**src/design/lpht_pkg.sv**
```systemverilog
// Shared widths, status codes and state type for the linear-probe hash table.
package lpht_pkg;

    localparam int KEY_W  = 31;
    localparam int VAL_W  = 32;
    localparam int SIZE_W = 5;
    localparam int CNT_W  = 5;
    localparam int ST_W   = 2;
    localparam int TDATA_W = 64;

    localparam logic [SIZE_W-1:0] SIZE_RESET = SIZE_W'(16);

    typedef enum logic [ST_W-1:0] {
        ST_INSERTED  = 2'd0,
        ST_FULL      = 2'd1,
        ST_FOUND     = 2'd2,
        ST_NOT_FOUND = 2'd3
    } status_t;

    typedef enum logic [0:0] {
        MODE_INSERT = 1'b0,
        MODE_SEARCH = 1'b1
    } mode_t;

    typedef enum logic [4:0] {
        S_IDLE = 5'b00001,
        S_MOD  = 5'b00010,
        S_INS  = 5'b00100,
        S_SRCH = 5'b01000,
        S_RESP = 5'b10000
    } fsm_t;

endpackage

```
**src/design/lpht_mod.sv**
```systemverilog
// Bit-serial restoring remainder unit: key modulo table size, one key bit per cycle.
module lpht_mod (
    input  logic                       aclk,
    input  logic                       aresetn,
    input  logic                       start,
    input  logic [lpht_pkg::KEY_W-1:0] dividend,
    input  logic [lpht_pkg::SIZE_W-1:0] divisor,
    output logic                       done,
    output logic [lpht_pkg::SIZE_W-1:0] remainder
);
    import lpht_pkg::*;

    localparam int CW = $clog2(KEY_W);

    logic              busy_reg, busy_next;
    logic              done_reg, done_next;
    logic [CW-1:0]     cnt_reg, cnt_next;
    logic [KEY_W-1:0]  dvd_reg, dvd_next;
    logic [SIZE_W-1:0] div_reg, div_next;
    logic [SIZE_W-1:0] rem_reg, rem_next;
    logic [SIZE_W:0]   trial;
    logic [SIZE_W:0]   diff;

    always_comb begin
        trial = {rem_reg, dvd_reg[KEY_W-1]};
        diff  = trial - {1'b0, div_reg};
    end

    always_comb begin
        busy_next = busy_reg;
        done_next = 1'b0;
        cnt_next  = cnt_reg;
        dvd_next  = dvd_reg;
        div_next  = div_reg;
        rem_next  = rem_reg;
        if (start && !busy_reg) begin
            busy_next = 1'b1;
            cnt_next  = CW'(KEY_W - 1);
            dvd_next  = dividend;
            div_next  = divisor;
            rem_next  = '0;
        end else if (busy_reg) begin
            // subtract when the partial remainder reaches the divisor
            rem_next = (trial >= {1'b0, div_reg}) ? diff[SIZE_W-1:0] : trial[SIZE_W-1:0];
            dvd_next = {dvd_reg[KEY_W-2:0], 1'b0};
            if (cnt_reg == '0) begin
                busy_next = 1'b0;
                done_next = 1'b1;
            end else begin
                cnt_next = cnt_reg - 1'b1;
            end
        end
    end

    always_ff @(posedge aclk) begin
        if (!aresetn) begin
            busy_reg <= 1'b0;
            done_reg <= 1'b0;
            cnt_reg  <= '0;
        end else begin
            busy_reg <= busy_next;
            done_reg <= done_next;
            cnt_reg  <= cnt_next;
        end
        dvd_reg <= dvd_next;
        div_reg <= div_next;
        rem_reg <= rem_next;
    end

    assign done      = done_reg;
    assign remainder = rem_reg;

endmodule

```
**src/design/lpht_mem.sv**
```systemverilog
// Single-port-write, registered-read slot memory holding key and value.
module lpht_mem #(
    parameter int DEPTH = 16,
    parameter int DW    = 63
) (
    input  logic                     aclk,
    input  logic                     we,
    input  logic [$clog2(DEPTH)-1:0] waddr,
    input  logic [DW-1:0]            wdata,
    input  logic [$clog2(DEPTH)-1:0] raddr,
    output logic [DW-1:0]            rdata
);
    logic [DW-1:0] mem [DEPTH];
    logic [DW-1:0] rdata_reg;

    always_ff @(posedge aclk) begin
        if (we) begin
            mem[waddr] <= wdata;
        end
        rdata_reg <= mem[raddr];
    end

    assign rdata = rdata_reg;

endmodule

```
**src/design/linear_probe_hash_table_top.sv**
```systemverilog
// Top level of the open-addressing hash table with linear probing.
// Sequence: the remainder of the key modulo the effective table size is formed first, then P
//   slots are probed, P being the probe count (1 up to the effective table size). An insert
//   into a table already counted full skips the probes.
// Throughput: one item at a time; the next item is accepted only once the last result is
//   loaded into the output register, later while the result item waits on m_tready.
// Reset: synchronous active-low; clears slot valid bits, count and table size (16).
module linear_probe_hash_table_top #(
    parameter int SLOT_COUNT = 16
) (
    input  logic                         aclk,
    input  logic                         aresetn,
    // config: table_size
    input  logic                         cfg_we,
    input  logic [lpht_pkg::SIZE_W-1:0]  cfg_wdata,
    // input item
    input  logic                         s_tvalid,
    output logic                         s_tready,
    input  logic [lpht_pkg::TDATA_W-1:0] s_tdata,   // [30:0] key, [62:31] value, [63] zero
    input  logic                         s_tuser,   // [0] mode
    // result item
    output logic                         m_tvalid,
    input  logic                         m_tready,
    output logic [lpht_pkg::VAL_W-1:0]   m_tdata,   // [31:0] found_value
    output logic [lpht_pkg::ST_W-1:0]    m_tuser    // [1:0] status
);
    import lpht_pkg::*;

    // Slots beyond 31 are never reached, since table_size is five bits wide.
    localparam int VLD_N = (SLOT_COUNT < 31) ? SLOT_COUNT : 31;
    localparam int VW    = $clog2(VLD_N);
    localparam int AW    = $clog2(SLOT_COUNT);
    localparam int DW    = KEY_W + VAL_W;
    localparam logic [SIZE_W-1:0] SIZE_CAP = SIZE_W'(VLD_N);

    fsm_t               state_reg, state_next;
    logic [SIZE_W-1:0]  tsize_reg;
    logic [SIZE_W-1:0]  eff_size;
    logic [VLD_N-1:0]   valid_reg, valid_next;
    logic [CNT_W-1:0]   count_reg, count_next;
    logic               mode_reg, mode_next;
    logic [KEY_W-1:0]   key_reg, key_next;
    logic [VAL_W-1:0]   val_reg, val_next;
    logic [SIZE_W-1:0]  pos_reg, pos_next;
    logic [SIZE_W-1:0]  n_reg, n_next;
    logic [SIZE_W-1:0]  pos_inc;
    logic               last_probe;
    logic               slot_vld;
    status_t            res_st_reg, res_st_next;
    logic [VAL_W-1:0]   res_val_reg, res_val_next;
    logic               m_valid_reg, m_valid_next;
    status_t            m_st_reg, m_st_next;
    logic [VAL_W-1:0]   m_val_reg, m_val_next;

    logic               mod_start;
    logic               mod_done;
    logic [SIZE_W-1:0]  mod_rem;
    logic               mem_we;
    logic [DW-1:0]      mem_rdata;
    logic [KEY_W-1:0]   rd_key;
    logic [VAL_W-1:0]   rd_val;
    logic               in_fire;

    // Size zero acts as one; anything past the slot count acts as the slot count.
    always_comb begin
        if (tsize_reg == '0) begin
            eff_size = SIZE_W'(1);
        end else if (tsize_reg > SIZE_CAP) begin
            eff_size = SIZE_CAP;
        end else begin
            eff_size = tsize_reg;
        end
    end

    assign s_tready   = (state_reg == S_IDLE);
    assign in_fire    = s_tvalid && s_tready;
    assign mod_start  = in_fire;
    assign pos_inc    = (pos_reg + 1'b1 == eff_size) ? '0 : pos_reg + 1'b1;
    assign last_probe = (n_reg == eff_size - 1'b1);
    assign slot_vld   = valid_reg[VW'(pos_reg)];
    assign rd_key     = mem_rdata[KEY_W-1:0];
    assign rd_val     = mem_rdata[DW-1:KEY_W];

    // Main sequencer: remainder, then walk slots one per cycle.
    always_comb begin
        state_next   = state_reg;
        valid_next   = valid_reg;
        count_next   = count_reg;
        mode_next    = mode_reg;
        key_next     = key_reg;
        val_next     = val_reg;
        pos_next     = pos_reg;
        n_next       = n_reg;
        res_st_next  = res_st_reg;
        res_val_next = res_val_reg;
        mem_we       = 1'b0;
        case (state_reg)
            S_IDLE: begin
                if (in_fire) begin
                    mode_next  = s_tuser;
                    key_next   = s_tdata[KEY_W-1:0];
                    val_next   = s_tdata[DW-1:KEY_W];
                    state_next = S_MOD;
                end
            end
            S_MOD: begin
                if (mod_done) begin
                    pos_next     = mod_rem;
                    n_next       = '0;
                    res_val_next = '0;
                    if (mode_reg == MODE_SEARCH) begin
                        state_next = S_SRCH;
                    end else if (count_reg >= eff_size) begin
                        res_st_next = ST_FULL;
                        state_next  = S_RESP;
                    end else begin
                        state_next = S_INS;
                    end
                end
            end
            S_INS: begin
                if (!slot_vld) begin
                    // claim the empty slot
                    mem_we                    = 1'b1;
                    valid_next[VW'(pos_reg)]  = 1'b1;
                    count_next                = count_reg + 1'b1;
                    res_st_next               = ST_INSERTED;
                    state_next                = S_RESP;
                end else if (last_probe) begin
                    res_st_next = ST_FULL;
                    state_next  = S_RESP;
                end else begin
                    pos_next = pos_inc;
                    n_next   = n_reg + 1'b1;
                end
            end
            S_SRCH: begin
                // read data for pos_reg arrives this cycle
                if (!slot_vld) begin
                    res_st_next = ST_NOT_FOUND;
                    state_next  = S_RESP;
                end else if (rd_key == key_reg) begin
                    res_st_next  = ST_FOUND;
                    res_val_next = rd_val;
                    state_next   = S_RESP;
                end else if (last_probe) begin
                    res_st_next = ST_NOT_FOUND;
                    state_next  = S_RESP;
                end else begin
                    pos_next = pos_inc;
                    n_next   = n_reg + 1'b1;
                end
            end
            S_RESP: begin
                if (!m_valid_reg || m_tready) begin
                    state_next = S_IDLE;
                end
            end
            default: begin
                state_next = S_IDLE;
            end
        endcase
    end

    // Output register: load the finished result once the slot is free.
    always_comb begin
        m_valid_next = m_valid_reg;
        m_st_next    = m_st_reg;
        m_val_next   = m_val_reg;
        if (m_valid_reg && m_tready) begin
            m_valid_next = 1'b0;
        end
        if (state_reg == S_RESP && (!m_valid_reg || m_tready)) begin
            m_valid_next = 1'b1;
            m_st_next    = res_st_reg;
            m_val_next   = res_val_reg;
        end
    end

    always_ff @(posedge aclk) begin
        if (!aresetn) begin
            state_reg   <= S_IDLE;
            tsize_reg   <= SIZE_RESET;
            valid_reg   <= '0;
            count_reg   <= '0;
            m_valid_reg <= 1'b0;
        end else begin
            state_reg   <= state_next;
            valid_reg   <= valid_next;
            count_reg   <= count_next;
            m_valid_reg <= m_valid_next;
            if (cfg_we) begin
                tsize_reg <= cfg_wdata;
            end
        end
        mode_reg    <= mode_next;
        key_reg     <= key_next;
        val_reg     <= val_next;
        pos_reg     <= pos_next;
        n_reg       <= n_next;
        res_st_reg  <= res_st_next;
        res_val_reg <= res_val_next;
        m_st_reg    <= m_st_next;
        m_val_reg   <= m_val_next;
    end

    lpht_mod u_mod (
        .aclk      (aclk),
        .aresetn   (aresetn),
        .start     (mod_start),
        .dividend  (s_tdata[KEY_W-1:0]),
        .divisor   (eff_size),
        .done      (mod_done),
        .remainder (mod_rem)
    );

    // Read address follows the next probe position so data lines up with pos_reg.
    lpht_mem #(
        .DEPTH (SLOT_COUNT),
        .DW    (DW)
    ) u_mem (
        .aclk  (aclk),
        .we    (mem_we),
        .waddr (AW'(pos_reg)),
        .wdata ({val_reg, key_reg}),
        .raddr (AW'(pos_next)),
        .rdata (mem_rdata)
    );

    assign m_tvalid = m_valid_reg;
    assign m_tdata  = m_val_reg;
    assign m_tuser  = m_st_reg;

endmodule
```
**config.mk**
```make
export PLATFORM = sky130hd
export DESIGN_NAME = linear_probe_hash_table_top
export DESIGN_NICKNAME = d
export VERILOG_FILES = /design/src/design/lpht_pkg.sv /design/src/design/lpht_mod.sv /design/src/design/lpht_mem.sv /design/src/design/linear_probe_hash_table_top.sv
export SDC_FILE = /design/constraint.sdc
export NUM_CORES = 1
export LEC_CHECK = 0
export ABC_CLOCK_PERIOD_IN_PS = 3650
export BUFFER_PORTS_ARGS = -buffer_cell sky130_fd_sc_hd__buf_4
export CORE_MARGIN = 5
export CORE_UTILIZATION = 45
export CTS_CLUSTER_SIZE = 20
export DETAILED_ROUTE_END_ITERATION = 16
export MAX_ROUTING_LAYER = met4
export PLACE_DENSITY = 0.61
export SLEW_MARGIN = 20
export SYNTH_ARGS = -nofsm -noshare
export SYNTH_HDL_FRONTEND = slang
export SYNTH_SLANG_ARGS = --single-unit
```
**constraint.sdc**
```tcl
create_clock -name aclk -period 3.65 [get_ports aclk]
set_input_delay 0.365 -clock aclk [delete_from_list [all_inputs] [get_ports aclk]]
set_output_delay 0.365 -clock aclk [all_outputs]
set_load 0.005 [all_outputs]
```
==> results of run 1 <==
## power by group through the flow
stage / logic (mW) / registers [mW] / clock network, mW
global route: 3.56 / 17.0 / 14.5
CTS: 3.19 / 17.0 / 13.9
floorplan: 1.92 / 17.2 / 0
detailed placement: 2.87 / 17.3 / 0
finish: 3.33 / 17.0 / 13.6
global placement: 2.79 / 17.3 / 0
## cells in the final DEF (no fill, tap or decap), types with 12 or more instances in the layout
cell type      count
clkinv_2          15
o21ai_0           16
bufinv_16         12
mux2i_1          497
mux2i_2           13
dlygate4sd3_1     77
edfxtp_1        1182
nor2_1            27
and2_1            40
xnor2_1           44
inv_1             22
buf_16            22
clkinv_1          16
dfxtp_1          110
or4_1             60
and2_4            16
nand4_1           14
o22ai_2           16
nand2_1          122
o22ai_1          234
buf_12            87
clkbuf_16        149
buf_4            235
clkbuf_1          34
o21a_1            23
ha_1              17
## what timing repair did
item | in CTS | in global routing
hold buffers | 77 | 0
endpoints found under the setup margin | 63 | 63
pin swaps | 10 | 27
hold endpoints to repair | 100 | 0
gates resized for setup | 43 | 61
cloned | 11 | 10
buffers inserted | 26 | 5
## cells by family (layout without fill, tap and decap cells)
logic type,count (synthesis),in the layout,share of synthesized area
AO/OA/AOI/OAI,348,348,0.0474
buffers and inverters,161,713,0.0156
adder cells (fa/ha/maj),19,19,0.00504
XOR/XNOR,52,52,0.00964
AND/OR/NAND/NOR,343,343,0.0383
multiplexers,520,520,0.109
flip-flops,1293,1293,0.775
## layer usage
| metal | global-route usage | up-vias | wire length [um] |
|---|---|---|---|
| met3 | 0.0341 | 215 | 7100 |
| met2 | 0.339 | 870 | 59300 |
| met4 | 0.0684 | 0 | 3470 |
| li1 | - | 11800 | - |
| met5 | - | - | 0 |
| met1 | 0.274 | 13500 | 51000 |
## final timing paths
check	start	to	cells after the start
max	tsize_reg[1]	u_mem.rdata[26]	15
min	aresetn	state_reg[0]	2
max reg2reg	tsize_reg[1]	u_mem.rdata[26]	15
min reg2reg	res_val_reg[17]	m_tdata[17]	0
## final cells by class
class / count / area [um^2] / area share
clock buffers: 184 / 3760 / 0.0626
clock inverters: 56 / 659 / 0.0110
inverters: 27 / 103 / 0.00171
multi-input cells: 1282 / 10600 / 0.177
flip-flops and latches: 1293 / 37700 / 0.629
well taps: 1403 / 1760 / 0.0293
repair buffers: 446 / 5390 / 0.0898
## worst max-delay path, stage by stage (launching register included)
cell and delay, ns:
dfxtp_2 0.32, or4_4 0.55, nand2_4 0.08, inv_2 0.04
ha_4 0.17, nor4bb_4 0.29, a211oi_2 0.06, a22oi_2 0.30
o2bb2ai_4 0.19, o22ai_2 0.09, a221o_4 0.44, buf_12 0.21
bufbuf_16 0.33, mux2i_1 0.18, o22ai_1 0.12, or4_1 0.47
## through the flow
stage	TNS [ns]	util	total power, mW	std cells
after floorplan	-2.00	-	19.1	2736
after global placement	-22.69	0.498	20.1	4323
after detailed placement	-24.24	0.498	20.1	4323
after CTS	-16.93	0.554	34.0	4677
after global routing	-26.44	0.560	35.1	4691
final	-17.21	0.560	33.9	4691
==> reports/qor.yml, run 1 <==
outcome:
  status: "complete, but fails checks"
  violations: "setup timing"
clock_network:
  clock_latency_ns: 0.74
  clockBufferDepth: 3
  clk_pin_slew_worst_paths_ns: 0.06
  cts-buffers-inserted: 133
  h-tree-depth: 4
  clockRootBuffer: "clkbuf_16"
  cts_tree: "done"
  cts.sinks: 1293
synthesis:
  synth_warnings: 0
  ys_ff_latch: 1293
  async_flop_share: 0
  yosysTopAreaCell: "edfxtp_1"
  synth_nets: 2830
  synth_common_cells: "edfxtp_1, mux2i_1, o22ai_1"
  syn_inst: 2736
  yosysTopAreaCellShare: 0.730
  yosysMostFrequentCell: "edfxtp_1"
  synth_ff_type: "edfxtp_1"
  avgSynthCellArea_um2: 17.8
  synth_edf_count: 1182
  synth.distinct_cells: 70
  synth.cell_area_mm2: 0.0486
  seq_area_frac_synth: 0.775
  synthTopCellsByArea: "edfxtp_1, mux2i_1, dfxtp_1"
critical_path:
  crit_path_end_kind: "register"
  cp.arrival_ns: 4.61
  r2r_setup_slack_ns: -0.36
  cp.required_ns: 4.26
  start_kind: "register"
  crit_type: "register to register"
  crit_fanout: 16
die:
  io_pins: 111
  dieHeight_um: 339
  coreArea_mm2: 0.107
  initial_core_util: 0.454
  dieArea_mm2: 0.115
  dieWidth_um: 339
  rows: 120
layout:
  fillers: 8237
  largest_reg_flops: 1008
  final_layout_size_suffix_gt1_frac: 0.198
  syn_to_final_growth_pct: 23.3
  diodes: 0
  num-nets-final: 3277
  design_area_mm2: 0.0600
sta:
  maxSlewViolCount: 0
  fin_skew_ns: 0.0283
  setup_slack_ns: -0.357
  max_slew_margin: 0.290
  grt_setup_unrepaired: "yes"
  whs_ns: 0.0606
  hold_violations: 0
  period_needed_ns: 4.01
  fmax_ghz: 0.250
  tightestPinTransition_ns: 1.06
  setup_viol: 63
  finalCritPeriodShare: 1.10
power:
  pwr-share-clk: 0.401
  switching_share: 0.223
  p_sw_mw: 7.56
  p_per_area_mw_per_mm2: 565
  ir_drop_uv: 392
  power_frac_comb: 0.098
  p_int_mw: 26.4
  pwr-share-seq: 0.500
  p_leak_nw: 19.7
placed_design:
  place_congestion: 0.795
  dpl.hpwl_mm: 65.9
  placed_area_mm2: 0.0534
  port-buffer-count: 109
  dpl_worst_slack_ns: -0.459
detailed_routing:
  drcViolationCount: 0
  firstDrtPassIters: 5
  drtIter0Drc: 2675
  viasPerCell: 5.61
  wl_per_cell_um: 25.8
  ant_nets: 0
  via_count: 26300
  wl_mm: 121
global_route:
  grt_pass1_wl_mm: 174
  antenna_found_initial: 0
  grt_start_max_net_pins: 68
  track_usage: 0.210
  grt_pass1_vias: 27100
  grt_remaining_overflow: 0
worst_hold_path:
  hold_path_class: "primary input to register"
job:
  maxCapViolations: 0
Note: power is estimated with default switching activity, not from simulation.
==> run 2: changes to the inputs <==
--- a/config.mk
+++ b/config.mk
@@ -7,7 +7,6 @@
 export LEC_CHECK = 0
 export ABC_CLOCK_PERIOD_IN_PS = 3650
 export BUFFER_PORTS_ARGS = -buffer_cell sky130_fd_sc_hd__buf_4
-export CORE_MARGIN = 5
 export CORE_UTILIZATION = 45
 export CTS_CLUSTER_SIZE = 20
 export DETAILED_ROUTE_END_ITERATION = 16
==> run 2 against run 1 <==
- the run still ends with setup timing left
- count of clock-buffer cells in the layout decreased by 1
- sequential cell count stayed put
- clock power is essentially flat
- first-iteration DRC count is 6.0% lower
- combinational power is 3% higher
==> reports/qor.yml, run 2 (synthesis results as in run 1) <==
power:
  power.total_mw: 34.0  # +0.33%
  p_int_mw: 26.4  # +0.25%
  p_per_area_mw_per_mm2: 566  # about the same
  pwr-share-clk: 0.401  # about the same
  ir_drop_uv: 336  # -14%
  pwr-share-seq: 0.499  # about the same
  power_frac_comb: 0.101  # +0.003
  p_leak_nw: 19.9  # +0.70%
  switching_share: 0.224  # +0.000627
  p_sw_mw: 7.61  # +0.61%
die:
  io_pins: 111  # unchanged
  initial_core_util: 0.454  # +0.000636
  dieHeight_um: 331  # -2.4%
  coreArea_mm2: 0.107  # -0.14%
  dieWidth_um: 331  # -2.4%
  dieArea_mm2: 0.109  # -4.7%
  rows: 120  # unchanged
sta:
  hold_violations: 0  # unchanged
  fin_skew_ns: 0.0265  # -0.00181 ns
  max_slew_margin: 0.338  # +0.0478
  whs_ns: 0.0824  # +0.0218 ns
  period_needed_ns: 4.07  # +0.0634 ns
  setup_viol: 63  # unchanged
  finalCritPeriodShare: 1.12  # +0.0174
  setup_slack_ns: -0.420  # -0.0634 ns
  fmax_ghz: 0.246  # -1.6%
  tightestPinTransition_ns: 0.993  # -0.0718 ns
  finalSetupTns_ns: -21.59  # -4.38 ns
  grt_setup_unrepaired: "yes"
  maxSlewViolCount: 0  # unchanged
critical_path:
  cp_top_family: "simple AND/OR/NAND/NOR gates"
  cp_cell_sequence: "or4_4 -> nand2_4 -> inv_2 -> ha_4 -> nor4bb_4 -> a211oi_2 -> a22oi_2 -> o2bb2ai_4 -> buf_4 -> o221ai_4 -> a221oi_4 -> inv_2 -> nand4_1 -> buf_12 -> buf_12 -> o22ai_1 -> or4_1"
  rr_worst_depth: 17  # +2
  crit_fanout: 14  # -2
  critPathBufInv: 5  # +2
  slowest_delay_ns: 0.56  # about the same
  rr_endpoint: "u_mem.rdata[24]"
  crit_cells: 17  # +2
  crit_path_end_kind: "register"
  r2r_setup_slack_ns: -0.42  # -0.06 ns
  crit_end: "u_mem.rdata[24]"
  cp.arrival_ns: 4.65  # +0.04 ns
  cp.required_ns: 4.23  # -0.03 ns
  r2r-start: "tsize_reg[2]"
  critical_path.startpoint: "tsize_reg[2]"
  crit_type: "register to register"
  critPathSlowestCell: "or4_1"
  start_kind: "register"
clock_network:
  cts-buffers-inserted: 135  # +1.5%
  clockRootBuffer: "clkbuf_16"
  cts.sinks: 1293  # unchanged
  cts_tree: "done"
  clockBufferDepth: 3  # unchanged
  clk_pin_slew_worst_paths_ns: 0.06  # about the same
  clock_latency_ns: 0.73  # about the same
  h-tree-depth: 4  # unchanged
layout:
  diodes: 0  # unchanged
  final_layout_size_suffix_gt1_frac: 0.204  # +0.00580
  syn_to_final_growth_pct: 23.7
  layout_commonest_cell: "edfxtp_1"
  mostFrequentLayoutCells: "edfxtp_1, mux2i_1, buf_4"
  largest_reg_flops: 1008  # unchanged
  num-nets-final: 3304  # +0.82%
global_route:
  track_usage: 0.219  # +0.00970
  grt_start_max_net_pins: 65  # -4.4%
  antenna_found_initial: 0  # unchanged
  grt_pass1_vias: 26300  # -3.0%
  grt_pass1_wl_mm: 169  # -3.0%
  grt_remaining_overflow: 0  # unchanged
placed_design:
  place_congestion: 0.828  # +4.1%
  port-buffer-count: 109  # unchanged
  dpl_worst_slack_ns: -0.766  # -0.307 ns
  dpl.hpwl_mm: 64.6  # -1.9%
outcome:
  violations: "setup timing"
  status: "complete, but fails checks"
job:
  maxCapViolations: 0  # unchanged
detailed_routing:
  wl_mm: 119  # -1.5%
  wl_per_cell_um: 25.2  # -2.2%
  firstDrtPassIters: 5  # unchanged
  ant_nets: 0  # unchanged
  drcViolationCount: 0  # unchanged
  via_count: 26300  # -0.11%
  drtIter0Drc: 2514  # -6.0%
  viasPerCell: 5.57  # -0.83%
worst_hold_path:
  worstHoldPathCells: 2  # unchanged
  hold_path_class: "primary input to register"
run 2: area by class of cell:
class | instances | area, um^2
Timing Repair Buffer | 471 | 5540
Clock buffer | 183 | 3740
Tap cell | 1403 | 1760
Clock inverter | 66 | 678
Sequential cell | 1293 | 37700
Fill cell | 8069 | 46900
Multi-Input combinational cell | 1282 | 10600
Inverter | 27 | 110
run 2: worst min-delay path by stage:
stage | startpoint | slack (ns) | end
finish | aresetn | 0.08 | state_reg[0]
global route | aresetn | 0.07 | state_reg[0]
CTS | aresetn | 0.04 | state_reg[0]
detailed placement | res_val_reg[24] | 0.40 | m_tdata[24]
global placement | res_val_reg[23] | 0.40 | m_tdata[23]
floorplan | res_val_reg[0] | 0.40 | m_tdata[0]
run 2: worst reg2reg max path: cells and delay by family, from the launching register on:
kind	cells	cell delay, ns
adders and majority gates	1	0.19
AOI/OAI and AO/OA	6	1.08
and+or+nand+nor	5	1.65
DFF	1	0.32
buffers and inverters	5	0.72
run 2: power groups by stage:
stage	combinational, mW	clock (mW)	sequential [mW]
finish	3.43	13.6	17.0
global route	3.67	14.4	17.0
CTS	3.10	13.9	17.0
detailed placement	2.94	0	17.3
global placement	2.86	0	17.2
floorplan	1.92	0	17.2
run 2: metrics by stage:
stage | instance area, um^2 | cells | util
2_1_floorplan | 48900 | 2736 | -
3_5_place_dp | 53400 | 4335 | 0.499
4_1_cts | 58800 | 4668 | 0.550
6_report | 60200 | 4725 | 0.562
5_1_grt | 60200 | 4725 | 0.562
3_3_place_gp | 53400 | 4335 | 0.499
run 2: timing repair:
action	in CTS	in global routing
pin swaps	6	33
endpoints found under the hold margin	99	0
hold buffers	77	0
gates cloned	4	23
endpoints found under the setup margin	63	63
setup buffers	3	35
resized for setup	9	102
run 2: layer usage:
| metal | share of wire | wire length (um) | vias up | GRT usage |
|---|---|---|---|---|
| met4 | 0.023 | 2710 | 0 | 0.0688 |
| met5 | 0 | 0 | - | - |
| met3 | 0.058 | 6930 | 167 | 0.0374 |
| met2 | 0.50 | 59200 | 856 | 0.356 |
| li1 | - | - | 11800 | - |
| met1 | 0.42 | 50200 | 13500 | 0.281 |
